## src/rtl/stx_etx_dle_deframer_assert.svh

```systemverilog
// Assertion macros used by the deframer RTL.
// Define NO_ASSERTIONS to compile the design without them.
`ifndef STX_ETX_DLE_DEFRAMER_ASSERT_SVH
`define STX_ETX_DLE_DEFRAMER_ASSERT_SVH

`ifndef NO_ASSERTIONS

`define SEDD_ASSERT_SAME(lbl, clk, rst_n, ante, cons) \
    lbl: assert property (@(posedge clk) disable iff (!rst_n) (ante) |-> (cons)) \
        else $error("deframer assertion failed (same cycle)");

`define SEDD_ASSERT_NEXT(lbl, clk, rst_n, ante, cons) \
    lbl: assert property (@(posedge clk) disable iff (!rst_n) (ante) |=> (cons)) \
        else $error("deframer assertion failed (next cycle)");

`else

`define SEDD_ASSERT_SAME(lbl, clk, rst_n, ante, cons)

`define SEDD_ASSERT_NEXT(lbl, clk, rst_n, ante, cons)

`endif

`endif

```

## src/rtl/sedd_pkg.sv

```systemverilog
`timescale 1ns / 1ps

package sedd_pkg;

    localparam int LEN_W = 13;
    localparam int CNT_W = 32;

    localparam logic [7:0] CH_STX = 8'h02;
    localparam logic [7:0] CH_ETX = 8'h03;
    localparam logic [7:0] CH_DLE = 8'h10;

    localparam logic [LEN_W-1:0] MAX_LEN_RESET = 13'd256;

    typedef enum logic [1:0] {
        MODE_IDLE = 2'd0,
        MODE_RECV = 2'd1,
        MODE_ESC  = 2'd2
    } t_rx_mode;

    typedef enum logic [2:0] {
        EV_DATA  = 3'd0,
        EV_END   = 3'd1,
        EV_EMPTY = 3'd2,
        EV_STX   = 3'd3,
        EV_OVF   = 3'd4
    } t_event;

    typedef struct packed {
        t_event             kind;
        logic [7:0]         data;
        logic [LEN_W-1:0]   len;
        logic [CNT_W-1:0]   good;
        logic [CNT_W-1:0]   err;
    } t_result;

endpackage

```

## src/rtl/sedd_fsm.sv

```systemverilog
`timescale 1ns / 1ps

`include "stx_etx_dle_deframer_assert.svh"

module sedd_fsm (
    input  logic                        i_clk,
    input  logic                        i_rst_n,
    input  logic                        i_fire,
    input  logic [7:0]                  i_byte,
    input  logic [sedd_pkg::LEN_W-1:0]  i_max_len,
    output logic                        o_res_valid,
    output sedd_pkg::t_result           o_res
);

    sedd_pkg::t_rx_mode           r_mode, n_mode;
    logic [sedd_pkg::LEN_W-1:0]   r_slot, n_slot;
    logic [sedd_pkg::LEN_W-1:0]   r_payload, n_payload;
    logic [sedd_pkg::CNT_W-1:0]   r_good, n_good;
    logic [sedd_pkg::CNT_W-1:0]   r_err, n_err;
    logic [sedd_pkg::LEN_W:0]     esc_sum;

    always_ff @(posedge i_clk) begin
        if (!i_rst_n) begin
            r_mode    <= sedd_pkg::MODE_IDLE;
            r_slot    <= '0;
            r_payload <= '0;
            r_good    <= '0;
            r_err     <= '0;
        end else if (i_fire) begin
            r_mode    <= n_mode;
            r_slot    <= n_slot;
            r_payload <= n_payload;
            r_good    <= n_good;
            r_err     <= n_err;
        end
    end

    assign esc_sum = {1'b0, r_slot} + (sedd_pkg::LEN_W+1)'(2);

    always_comb begin
        n_mode      = r_mode;
        n_slot      = r_slot;
        n_payload   = r_payload;
        n_good      = r_good;
        n_err       = r_err;
        o_res_valid = 1'b0;
        o_res.kind  = sedd_pkg::EV_DATA;
        o_res.data  = 8'h00;
        o_res.len   = '0;
        case (r_mode)
            sedd_pkg::MODE_RECV: begin
                if (i_byte == sedd_pkg::CH_ETX) begin
                    n_mode      = sedd_pkg::MODE_IDLE;
                    o_res_valid = 1'b1;
                    if (r_payload != '0) begin
                        n_good     = r_good + 32'd1;
                        o_res.kind = sedd_pkg::EV_END;
                        o_res.len  = r_payload;
                    end else begin
                        n_err      = r_err + 32'd1;
                        o_res.kind = sedd_pkg::EV_EMPTY;
                    end
                end else if (i_byte == sedd_pkg::CH_DLE) begin
                    n_mode = sedd_pkg::MODE_ESC;
                end else if (i_byte == sedd_pkg::CH_STX) begin
                    n_slot      = '0;
                    n_payload   = '0;
                    n_err       = r_err + 32'd1;
                    o_res_valid = 1'b1;
                    o_res.kind  = sedd_pkg::EV_STX;
                end else if (r_slot < i_max_len) begin
                    n_slot      = r_slot + 13'd1;
                    n_payload   = r_payload + 13'd1;
                    o_res_valid = 1'b1;
                    o_res.data  = i_byte;
                end else begin
                    n_mode      = sedd_pkg::MODE_IDLE;
                    n_err       = r_err + 32'd1;
                    o_res_valid = 1'b1;
                    o_res.kind  = sedd_pkg::EV_OVF;
                end
            end
            sedd_pkg::MODE_ESC: begin
                o_res_valid = 1'b1;
                if (esc_sum <= {1'b0, i_max_len}) begin
                    n_slot     = esc_sum[sedd_pkg::LEN_W-1:0];
                    n_payload  = r_payload + 13'd1;
                    n_mode     = sedd_pkg::MODE_RECV;
                    o_res.data = i_byte;
                end else begin
                    n_mode     = sedd_pkg::MODE_IDLE;
                    n_err      = r_err + 32'd1;
                    o_res.kind = sedd_pkg::EV_OVF;
                end
            end
            default: begin
                n_mode = sedd_pkg::MODE_IDLE;
                if (i_byte == sedd_pkg::CH_STX) begin
                    n_mode    = sedd_pkg::MODE_RECV;
                    n_slot    = '0;
                    n_payload = '0;
                end
            end
        endcase
        o_res.good = n_good;
        o_res.err  = n_err;
    end

    `SEDD_ASSERT_SAME(a_payload_le_slot, i_clk, i_rst_n, 1'b1, r_payload <= r_slot)
    `SEDD_ASSERT_NEXT(a_ovf_goes_idle, i_clk, i_rst_n, i_fire && o_res_valid && o_res.kind == sedd_pkg::EV_OVF, r_mode == sedd_pkg::MODE_IDLE)
    `SEDD_ASSERT_NEXT(a_err_counts_errors, i_clk, i_rst_n, i_fire && o_res_valid && (o_res.kind == sedd_pkg::EV_EMPTY || o_res.kind == sedd_pkg::EV_STX || o_res.kind == sedd_pkg::EV_OVF), r_err == $past(r_err) + 32'd1)
    `SEDD_ASSERT_NEXT(a_good_only_on_end, i_clk, i_rst_n, !(i_fire && o_res_valid && o_res.kind == sedd_pkg::EV_END), r_good == $past(r_good))

endmodule

```

## src/rtl/stx_etx_dle_deframer.sv

```systemverilog
`timescale 1ns / 1ps

// STX/ETX/DLE deframer. Raw line bytes enter one per transfer; each unescaped
// payload byte leaves as its own result, and frame end, empty frame, restart on
// a stray STX and overflow are reported as events together with the running
// good and error frame counts. The block takes one byte every clock cycle while
// the output is not stalled. A byte is held in the input register, and its
// result is registered in the output register before it is presented. The
// rate is set by the per-byte update of the receive mode and slot counts. A
// stalled result holds the byte behind it, so the input stalls only while both
// registers are full. Bytes that cause no event still pass through the input
// register. The user must write the slot limit only while no byte is in flight;
// the block itself does not enforce this.
module stx_etx_dle_deframer (
    input  logic        i_clk,
    input  logic        i_rst_n,
    input  logic        i_cfg_wr_en,
    input  logic [12:0] i_cfg_wr_data,
    input  logic        i_in_valid,
    output logic        o_in_stall,
    input  logic [7:0]  i_byte_in,
    output logic        o_out_valid,
    input  logic        i_out_stall,
    output logic [2:0]  o_event_kind,
    output logic [7:0]  o_data_byte,
    output logic [12:0] o_frame_length,
    output logic [31:0] o_good_frames,
    output logic [31:0] o_error_frames
);

    logic [sedd_pkg::LEN_W-1:0] r_max_len;
    logic                       r_in_valid;
    logic [7:0]                 r_in_byte;
    logic                       r_out_valid;
    sedd_pkg::t_result          r_out;
    sedd_pkg::t_result          res;
    logic                       res_valid;
    logic                       advance;
    logic                       fire;

    assign advance    = !r_out_valid || !i_out_stall;
    assign fire       = r_in_valid && advance;
    assign o_in_stall = r_in_valid && !advance;

    always_ff @(posedge i_clk) begin
        if (!i_rst_n) begin
            r_max_len <= sedd_pkg::MAX_LEN_RESET;
        end else if (i_cfg_wr_en) begin
            r_max_len <= i_cfg_wr_data;
        end
    end

    always_ff @(posedge i_clk) begin
        if (!i_rst_n) begin
            r_in_valid <= 1'b0;
        end else if (i_in_valid && !o_in_stall) begin
            r_in_valid <= 1'b1;
        end else if (fire) begin
            r_in_valid <= 1'b0;
        end
    end

    always_ff @(posedge i_clk) begin
        if (i_in_valid && !o_in_stall) begin
            r_in_byte <= i_byte_in;
        end
    end

    sedd_fsm u_fsm (
        .i_clk       (i_clk),
        .i_rst_n     (i_rst_n),
        .i_fire      (fire),
        .i_byte      (r_in_byte),
        .i_max_len   (r_max_len),
        .o_res_valid (res_valid),
        .o_res       (res)
    );

    always_ff @(posedge i_clk) begin
        if (!i_rst_n) begin
            r_out_valid <= 1'b0;
        end else if (advance) begin
            r_out_valid <= fire && res_valid;
        end
    end

    always_ff @(posedge i_clk) begin
        if (advance && fire && res_valid) begin
            r_out <= res;
        end
    end

    assign o_out_valid    = r_out_valid;
    assign o_event_kind   = r_out.kind;
    assign o_data_byte    = r_out.data;
    assign o_frame_length = r_out.len;
    assign o_good_frames  = r_out.good;
    assign o_error_frames = r_out.err;

endmodule
```

## config.mk

```make
export PLATFORM = sky130hd
export DESIGN_NAME = stx_etx_dle_deframer
export DESIGN_NICKNAME = d
export VERILOG_FILES = /design/src/rtl/sedd_pkg.sv /design/src/rtl/sedd_fsm.sv /design/src/rtl/stx_etx_dle_deframer.sv
export VERILOG_INCLUDE_DIRS = /design/src /design/src/rtl
export SDC_FILE = /design/constraint.sdc
export NUM_CORES = 1
export LEC_CHECK = 0
export BUFFER_PORTS_ARGS = -buffer_cell sky130_fd_sc_hd__buf_2
export CAP_MARGIN = 20
export CORE_ASPECT_RATIO = 1.4
export CORE_MARGIN = 8
export CORE_UTILIZATION = 45
export CTS_CLUSTER_DIAMETER = 100
export DETAILED_ROUTE_END_ITERATION = 16
export GPL_TIMING_DRIVEN = 0
export PLACE_DENSITY = 0.66
export REMOVE_ABC_BUFFERS = 1
export SLEW_MARGIN = 20
export SYNTH_ARGS = -nofsm -noshare
export SYNTH_HDL_FRONTEND = slang
export SYNTH_SLANG_ARGS = --single-unit
```

## constraint.sdc

```tcl
create_clock -name i_clk -period 9.43 [get_ports i_clk]
set_clock_uncertainty 0.05 [all_clocks]
set_input_delay 1.4145 -clock i_clk [delete_from_list [all_inputs] [get_ports i_clk]]
set_output_delay 1.4145 -clock i_clk [all_outputs]
set_load 0.005 [all_outputs]
```

# After elaboration in Yosys (flattened, before gate mapping)
# Cells that the tools add are included.
# totals
regBits	203
latchBits	0
ramBits	0
mem_bits_ro	0
word_cells	95
n_memories	0
# op_classes
add_sub_neg	5
n_mul	0
div_mod_pow	0
magnitude_cmp	2
n_eq_ne	11
n_shift	0
muxes	46
bitwise_logic	0
n_reduce_logical	17
# op_table
cell	count
$mux 32	9
$mux 13	11
$add 32x1->32 const B	2
$pmux 32 s2	1
$pmux 13 s2	2
$mux 8	4
$add 13x1->13 const B	2
$pmux 11 s2	1
$eq 8x2->1 const B	2
$add 13x2->14 const B	1
$le 14x13->1	1
$lt 13x13->1	1
$reduce_bool 13->1	1
$mux 3	4
$mux 11	1
$mux 2	5
$eq 8x5->1 const B	1
$ne 4x2->1 const B	2
$logic_and 1x1->1	6
$mux 1	6
$reduce_and 3->1	2
$reduce_and 6->1	1
$logic_not 1->1	4
$ne 2x2->1 const B	2
9 further kinds	9

# Depth between registers and ports, before layout
# Gate-level depths: netlist (run 1).
# depth
ltp_word	7
mapped_depth	16
ltp_nobuf	14

# Cells and area by module
# Synthesis (run 1) repeated with hierarchy kept, for this count alone.
# unflattened
cells_unflattened	1126
area_unflattened_um2	10761.6
# by_module_without_submodules
mod	instances	cells_each	area_each_um2	seq_area_each_um2
sedd_fsm	1	978	7288.2	1841.8
stx_etx_dle_deframer	1	148	3473.3	3183.1

# Worst setup path before layout (run 1)
# OpenSTA, ideal clock, no wires.
# synth_timing
path_type	input -> register
start	input port i_out_stall
end	register r_out, in the netlist o_data_byte[0] (enable)
setup_ps	671
arrival_time_ps	8246
t_required_ps	8709
setup_slack_ps	462
cell_stages	4
path_cell_list	nand2_1 nand2_1 nor2_1 a21boi_0
# synth_via
elab_chain_cells	5
# synth_rtl
element	line_no	source
start: declaration	stx_etx_dle_deframer.sv:23	input logic i_out_stall,
$logic_not 1->1 *	stx_etx_dle_deframer.sv:41	assign advance = !r_out_valid || !i_out_stall;
$logic_or 1x1->1 *	stx_etx_dle_deframer.sv:41	
$logic_and 1x1->1	stx_etx_dle_deframer.sv:42	assign fire = r_in_valid && advance;
$logic_and 1x1->1 * (2 in series)	stx_etx_dle_deframer.sv:88	if (advance && fire && res_valid) begin
end signal: assignment	stx_etx_dle_deframer.sv:89	r_out <= res;
end: declaration	stx_etx_dle_deframer.sv:35	sedd_pkg::t_result r_out;
# Mark *: on every way between the ends. The rest lies on a longest branch, timed or not.
# A chain may end at the register's enable or synchronous reset.

# Worst setup path after layout (run 1)
# layout_timing
start	register u_fsm.r_slot[4] (netlist bit)
end	register u_fsm.r_payload[12] (netlist bit)
# layout_via
elab_chain_cells	4
# layout_rtl
element	line_no	source
start: declaration	sedd_fsm.sv:16	logic [sedd_pkg::LEN_W-1:0] r_slot, n_slot;
start signal: assignment	sedd_fsm.sv:31	r_slot <= n_slot;
$add 13x2->14	sedd_fsm.sv:38	assign esc_sum = {1'b0, r_slot} + (sedd_pkg::LEN_W+1)'(2);
$le 14x13->1	sedd_fsm.sv:85	if (esc_sum <= {1'b0, i_max_len}) begin
$ne 2x1->1 (no source line)	--	
$reduce_and 6->1 (no source line) *	--	
end signal: assignment	sedd_fsm.sv:32	r_payload <= n_payload;
end: declaration	sedd_fsm.sv:17	logic [sedd_pkg::LEN_W-1:0] r_payload, n_payload;
# Marked as above.

==> summary.txt, run 1 <==
Clock network
  • Clk sinks: 203
  • CTS resizes: 0
  • Worst-path clk slew: 0.07 ns
  • Clk_lat worst skew: 0.51 ns
  • Post-CTS Hold Buffers: 0
  • Clk buf depth: 3
  • Root buffer cell: clkbuf_16
  • Setup bufs post-CTS: 0
  • Clock H-tree levels: 1
  • Num CTS Buffers: 21
  • CTS tree: built

Setup path
  • Crit path kind: flop to flop
  • Critical Path Sink Type: flop
  • Crit path DAT: 5.25 ns
  • Bufs and invs on worst path: 1
  • WP depth: 14
  • Crit path largest cell delay: 0.64 ns
  • R2r worst-path depth: 14
  • Top fanout value on the critical path: 12
  • Worst EP required: 9.80 ns
  • Worst path top cell family by delay: simple AND/OR/NAND/NOR gates
  • Reg2reg start: u_fsm.r_slot[4]
  • Worst setup path start: u_fsm.r_slot[4]
  • Cell at the slowest stage of the critical path: o31ai_4
  • Startpoint types: flop
  • Critical path cell sequence: nand4_1 -> inv_1 -> and3_1 -> nand3_1 -> nor2_1 -> xor2_1 -> ha_1 -> nand3_2 -> or4_1 -> o311a_1 -> o31ai_4 -> o2111ai_1 -> or3_1 -> a21boi_0

STA
  • Least-Margin Pin Slew: 0.988 ns
  • Final period util: 51.7%
  • Relative slew margins: 33.6%
  • Final Hold Fails: 0
  • Fin crit period: 4.87 ns
  • RSZ-0062 raised after global routing: no
  • Peak Freq: 0.205 GHz
  • # setup viols final: 0
  • Slew Limit Fails: 0

Placement
  • HPWL Detailed: 17.7 mm
  • IO Port Bufs: 115
  • Final Wtd Congestion: 0.819
  • Placed cell count: 1502

Floorplan
  • Die ar.: 29000 sq um
  • Initial core utilization: 45.9%
  • DIE HEIGHT: 198 um
  • Placeable Area: 23300 sq um
  • I/O pin count: 116
  • # rows: 66
  • Die W: 146 um

Final layout
  • Non-filler cells, final: 1540
  • Syn-to-layout area delta: 15.5%
  • Multi-input gate area: 5330 sq um
  • Commonest non-fill, non-tap cell in the layout: buf_2
  • N_diodes: 0
  • Share of cells above drive strength 1: 15.6%
  • Final core occ: 53.0%
  • Register Area: 5020 sq um
  • Commonest non-fill, non-tap cells in the layout: 114 x buf_2, 107 x dfxtp_1, 103 x nand2_1
  • Nets@finish: 1278
  • Filler cells: 2187

Job
  • Maxcap violations: 0

Logic synthesis
  • Mapped Cells: 1132
  • Post-synth top flop: dfxtp_1
  • Asr flop ratio synth: 0%
  • Synthesized area: 10700 sq um
  • Synth warn: 0
  • Mapped Avg Cell Area: 9.44 sq um
  • EDFF count, synth: 96
  • Post-synth cell types: 72
  • Flops & latches, synth: 203
  • Sequential area share after synthesis: 47.0%

Global routing
  • Largest net degree at the start of global routing: 74
  • Initial antenna violation count: 0
  • GRT Util Overall: 17.2%
  • Vias in the first global route: 8335
  • Total congestion overflow: 0
  • First-pass GRT wire length: 41.8 mm

Routing
  • Residual DRC count: 0
  • DR vias: 8551
  • Drt total wl: 25.3 mm
  • Remaining antenna violation count: 0
  • First drt pass iteration count: 5
  • DRT iter0 DRCs: 396
  • Drt wl/cell: 16.4 um
  • Vias per inst: 5.55

Power
  • NetSw: 0.399 mW
  • Internal: 1.48 mW
  • Reg power frac: 49.2%
  • Leak: 4.88 nW
  • Switching fraction of total power: 21.2%
  • Pwr/cell area: 153 nW/um^2
  • VDD IR max: 0.125 mV
  • Clock Power Share: 46.9%
  • Combinational share of power: 3.9%

Worst hold path
  • Hold Crit Class: flop to flop
  • Min-delay src: u_fsm.r_good[30]
  • Hold path cells: 2

Run status
  • Outcome: completed
flip-flops by register name, summed over array words and instances (netlist names), 8 cells and up:
name,count
o_error_frames,32
o_good_frames,32
u_fsm.r_err,32
u_fsm.r_good,32
o_frame_length,13
r_max_len,13
u_fsm.r_payload,13
u_fsm.r_slot,13
o_data_byte,8
r_in_byte,8
synth_stat cells (4+ instances only):
master | n | area share [%]
nand3b_1 | 12 | 0.84
xnor2_1 | 29 | 2.4
a21oi_1 | 56 | 2.6
o21ai_0 | 63 | 3.0
and4_1 | 6 | 0.49
nand2b_1 | 9 | 0.53
o221a_2 | 6 | 0.63
buf_2 | 12 | 0.56
nor2_1 | 93 | 3.3
and3_1 | 32 | 1.9
o311ai_0 | 5 | 0.41
inv_1 | 38 | 1.3
a21boi_0 | 12 | 0.84
nand3_1 | 68 | 3.2
a221o_1 | 10 | 0.94
nor2b_1 | 19 | 1.1
nand4_1 | 21 | 1.2
clkbuf_1 | 39 | 1.4
a21o_1 | 4 | 0.28
o211ai_1 | 18 | 1.3
or2_2 | 6 | 0.35
or3_1 | 18 | 1.1
a22o_1 | 5 | 0.41
nor4_1 | 7 | 0.41
nand2_1 | 103 | 3.6
a211oi_1 | 5 | 0.35
a31oi_1 | 26 | 1.5
xor2_1 | 35 | 2.9
nor3_1 | 11 | 0.52
ha_1 | 33 | 3.9
dfxtp_1 | 107 | 20
and2_1 | 45 | 2.6
edfxtp_1 | 96 | 27
mux2i_1 | 19 | 1.8
o21ai_1 | 4 | 0.19
worst register-to-register path, delay by kind of cell (launching register included):
kind | cells | cell delay (ns)
compound gates | 4 | 1.68
xor+xnor | 1 | 0.12
fa+ha+maj | 1 | 0.34
buf+inv | 1 | 0.16
flops | 1 | 0.52
simple gates | 7 | 1.95
power groups by stage:
stage | combinational, mW | clock (mW) | sequential (mW)
2_1_floorplan | 0.0432 | 0 | 0.945
3_3_place_gp | 0.0691 | 0 | 0.946
3_5_place_dp | 0.0731 | 0 | 0.946
4_1_cts | 0.0733 | 0.910 | 0.926
5_1_grt | 0.0819 | 0.938 | 0.926
6_report | 0.0727 | 0.884 | 0.926
per-stage QoR:
step	setup slack [ns]	total power, mW	hold slack (ns)	setup TNS (ns)	cell area (sq um)
after global placement	-2.61	1.02	0.421	-231.38	11400
after global routing	4.15	1.95	0.468	0	12300
after detailed placement	4.60	1.02	0.431	0	11600
after CTS	4.58	1.91	0.439	0	12300
after floorplan	0.459	0.988	0.406	0	10400
final	4.56	1.88	0.436	0	12300
worst paths after layout:
path	slack, ns	endpoint
min reg2reg	0.44	u_fsm.r_good[30]
min	0.44	u_fsm.r_good[30]
max reg2reg	4.56	u_fsm.r_payload[12]
max	4.56	u_fsm.r_payload[12]
final cells by class:
type	count	share of cell area, %
multi-input combinational	834	43.1
sequential	203	40.7
inverter	38	1.16
tap	306	3.10
timing repair buffer	121	5.96
clock buffer	25	4.55
clock inverter	13	1.39
cell families after synthesis:
family                     count (synthesis)  synth area share [%]
adders and majority gates                 33                  3.86
xor gates and xnor gates                  64                  5.25
buffers and inverters                     95                  3.59
DFF                                      203                  47.0
and+or+nand+nor                          467                  22.6
muxes                                     20                  1.89
AOI/OAI and AO/OA                        250                  15.8
metal layers:
metal | routed length, um | global-route usage (%)
met1 | 10100 | 19.4
met5 | 0 | 0
met4 | 688 | 5.59
met3 | 1390 | 3.29
met2 | 13100 | 31.9
Power figures use the tool's default switching activity.
==> inputs of run 2 (changes only) <==
PLACE_DENSITY = default   (was 0.66)
clock period = 4.9 ns   (was 9.43 ns; I/O delays follow)
==> run 2 against run 1 <==
- total power grew 91%
- register-to-register slack lost 4.1 ns
- worst hold slack lost 0.074 ns
- worst setup slack lost 4.1 ns
- clock power grew 90%
- cell count is the same
- global-route usage grew 0.13 points
- die area is the same
- largest power group unchanged
- flip-flop and latch count is the same
- wire length grew 1.5%
==> summary.txt, run 2 (same netlist as run 1, synthesis figures left out) <==
STA
  • Relative slew margins: 26.4% (was 33.6%)
  • Peak Freq: 0.224 GHz (was 0.205 GHz)
  • Final period util: 91.1% (was 51.7%)
  • WHS: 0.363 ns (was 0.436 ns)
  • Least-Margin Pin Slew: 1.10 ns (was 0.988 ns)
  • Final Hold Fails: 0 (unchanged)
  • Fin crit period: 4.46 ns (was 4.87 ns)
  • Slew Limit Fails: 0 (unchanged)
  • RSZ-0062 raised after global routing: no (unchanged)
  • # setup viols final: 0 (unchanged)
  • Fin Setup TNS: 0 ns (unchanged)

Floorplan
  • DIE HEIGHT: 198 um (unchanged)
  • Placeable Area: 23300 sq um (unchanged)
  • # rows: 66 (unchanged)
  • Initial core utilization: 45.9% (unchanged)
  • I/O pin count: 116 (unchanged)
  • Die ar.: 29000 sq um (unchanged)
  • Die W: 146 um (unchanged)

Global routing
  • GRT Util Overall: 17.3% (was 17.2%)
  • Largest net degree at the start of global routing: 63 (was 74)
  • Vias in the first global route: 8395 (was 8335)
  • Initial antenna violation count: 0 (unchanged)
  • Total congestion overflow: 0 (unchanged)
  • First-pass GRT wire length: 42.0 mm (was 41.8 mm)

Run status
  • Outcome: completed (unchanged)

Setup path
  • Bufs and invs on worst path: 1 (unchanged)
  • Top fanout value on the critical path: 15 (was 12)
  • Startpoint types: flop (unchanged)
  • Worst EP required: 5.04 ns (was 9.80 ns)
  • Crit path DAT: 4.60 ns (was 5.25 ns)
  • Crit path largest cell delay: 0.55 ns (was 0.64 ns)
  • Crit path kind: flop to flop (unchanged)
  • R2R Path End: o_error_frames[30] (was u_fsm.r_payload[12])
  • Critical path cell sequence: ha_1 -> nand3_2 -> nor4_2 -> xor2_1 -> ha_1 -> nand3_2 -> or4_1 -> o21a_2 -> o31ai_4 -> buf_4 -> o21ai_2 -> nand2_1 -> o311ai_0 (was nand4_1 -> inv_1 -> and3_1 -> nand3_1 -> nor2_1 -> xor2_1 -> ha_1 -> nand3_2 -> or4_1 -> o311a_1 -> o31ai_4 -> o2111ai_1 -> or3_1 -> a21boi_0)
  • Critical Path Sink Type: flop (unchanged)
  • Cell at the slowest stage of the critical path: or4_1 (was o31ai_4)
  • WP depth: 13 (was 14)
  • R2r setup slk: 0.44 ns (was 4.56 ns)
  • Reg2reg start: u_fsm.r_slot[1] (was u_fsm.r_slot[4])
  • R2r worst-path depth: 13 (was 14)
  • Worst setup path start: u_fsm.r_slot[1] (was u_fsm.r_slot[4])
  • Worst path top cell family by delay: simple AND/OR/NAND/NOR gates (unchanged)
  • CP Capture Point: o_error_frames[30] (was u_fsm.r_payload[12])

Placement
  • IO Port Bufs: 115 (unchanged)
  • Area after DPL: 11600 sq um (about the same)
  • HPWL Detailed: 18.2 mm (was 17.7 mm)
  • Final Wtd Congestion: 0.808 (was 0.819)

Routing
  • Drt wl/cell: 16.7 um (was 16.4 um)
  • Drt total wl: 25.6 mm (was 25.3 mm)
  • DRT iter0 DRCs: 595 (was 396)
  • Residual DRC count: 0 (unchanged)
  • DR vias: 8592 (was 8551)
  • Remaining antenna violation count: 0 (unchanged)
  • First drt pass iteration count: 5 (unchanged)
  • Vias per inst: 5.58 (was 5.55)

Clock network
  • Root buffer cell: clkbuf_16 (unchanged)
  • Clock H-tree levels: 1 (unchanged)
  • Post-CTS Hold Buffers: 0 (unchanged)
  • Clk buf depth: 3 (unchanged)
  • Clk_lat worst skew: 0.50 ns (was 0.51 ns)
  • CTS tree: built (unchanged)
  • Num CTS Buffers: 21 (unchanged)
  • Clk sinks: 203 (unchanged)
  • Worst-path clk slew: 0.07 ns (about the same)

Final layout
  • Filler cells: 2170 (was 2187)
  • Nets@finish: 1279 (was 1278)
  • N_diodes: 0 (unchanged)
  • Design area: 12300 sq um (about the same)
  • Share of cells above drive strength 1: 15.7% (was 15.6%)
  • Commonest non-fill, non-tap cell in the layout: buf_2 (unchanged)
  • Syn-to-layout area delta: 15.5% (about the same)
  • Commonest non-fill, non-tap cells in the layout: 114 x buf_2, 107 x dfxtp_1, 103 x nand2_1 (unchanged)

Power
  • Clock Power Share: 46.6% (was 46.9%)
  • NetSw: 0.776 mW (was 0.399 mW)
  • Reg power frac: 49.5% (was 49.2%)
  • Pwr/cell area: 292 nW/um^2 (was 153 nW/um^2)
  • VDD IR max: 0.239 mV (was 0.125 mV)
  • Leak: 4.88 nW (about the same)
  • Combinational share of power: 3.9% (about the same)
  • Switching fraction of total power: 21.6% (was 21.2%)
  • Internal: 2.82 mW (was 1.48 mW)

Job
  • Maxcap violations: 0 (unchanged)

Worst hold path
  • Hold Crit Class: input port to flop (was flop to flop)
run 2: cell count changes in the layout (fill, tap and decap cells not counted), sizes merged:
cell | previous run | this run
clkbuf | 25 | 23
clkinvlp | 2 | 3
inv | 39 | 38
clkinv | 6 | 7
buf | 121 | 122
run 2: layout make-up:
cell class,count,area (sq um),share of cell area (%)
clock buffers,23,533,4.32
clock inverters,14,184,1.49
repair buffers,122,743,6.02
well taps,306,383,3.10
multi-input cells,834,5330,43.2
flip-flops and latches,203,5020,40.7
inverters,38,143,1.16
run 2: per-layer routing:
layer,share of wire (%),wire length [um],up-vias,global-route usage (%)
met5,0,0,-,0
met4,2.6,656,0,6.39
met3,5.1,1310,37,3.15
met2,51,13000,200,32.2
met1,42,10700,4058,19.3
li1,-,-,4297,-
run 2: repair_timing:
item	in CTS	in global routing
gates resized for setup	0	1
setup buffers	0	1
setup endpoints to repair	0	16
run 2: how the worst min path moves through the flow:
stage	start	endpoint	slack (ns)	cells after the start
floorplan	u_fsm.r_payload[1]	u_fsm.r_payload[1]	0.41	2
global placement	u_fsm.r_payload[1]	u_fsm.r_payload[1]	0.42	2
detailed placement	u_fsm.r_payload[1]	u_fsm.r_payload[1]	0.43	2
CTS	i_byte_in[2]	r_in_byte[2]	0.34	1
global route	i_byte_in[2]	r_in_byte[2]	0.34	1
finish	i_byte_in[4]	r_in_byte[4]	0.36	1
run 2: worst reg2reg max path, cell delays in order (launching register included):
cell and delay [ns]:
dfxtp_1 0.46, ha_1 0.32, nand3_2 0.18, nor4_2 0.52
xor2_1 0.13, ha_1 0.33, nand3_2 0.10, or4_1 0.55
o21a_2 0.20, o31ai_4 0.37, buf_4 0.25, o21ai_2 0.27
nand2_1 0.22, o311ai_0 0.21
run 2: per-stage QoR:
stage	cells	power, mW	util [%]	worst slack, ns
2_1_floorplan	1075	1.90	-	-3.43
3_3_place_gp	1496	1.96	49.0	-6.60
3_5_place_dp	1502	1.96	49.8	0.0586
4_1_cts	1539	3.65	52.9	0.0415
5_1_grt	1540	3.72	53.0	0.112
6_report	1540	3.60	53.0	0.438
run 2: power by group through the flow:
stage               logic [mW]  clock network [mW]  registers [mW]
floorplan               0.0832                   0            1.82
global placement         0.135                   0            1.82
detailed placement       0.141                   0            1.82
CTS                      0.141                1.72            1.78
global route             0.157                1.78            1.78
finish                   0.140                1.68            1.78
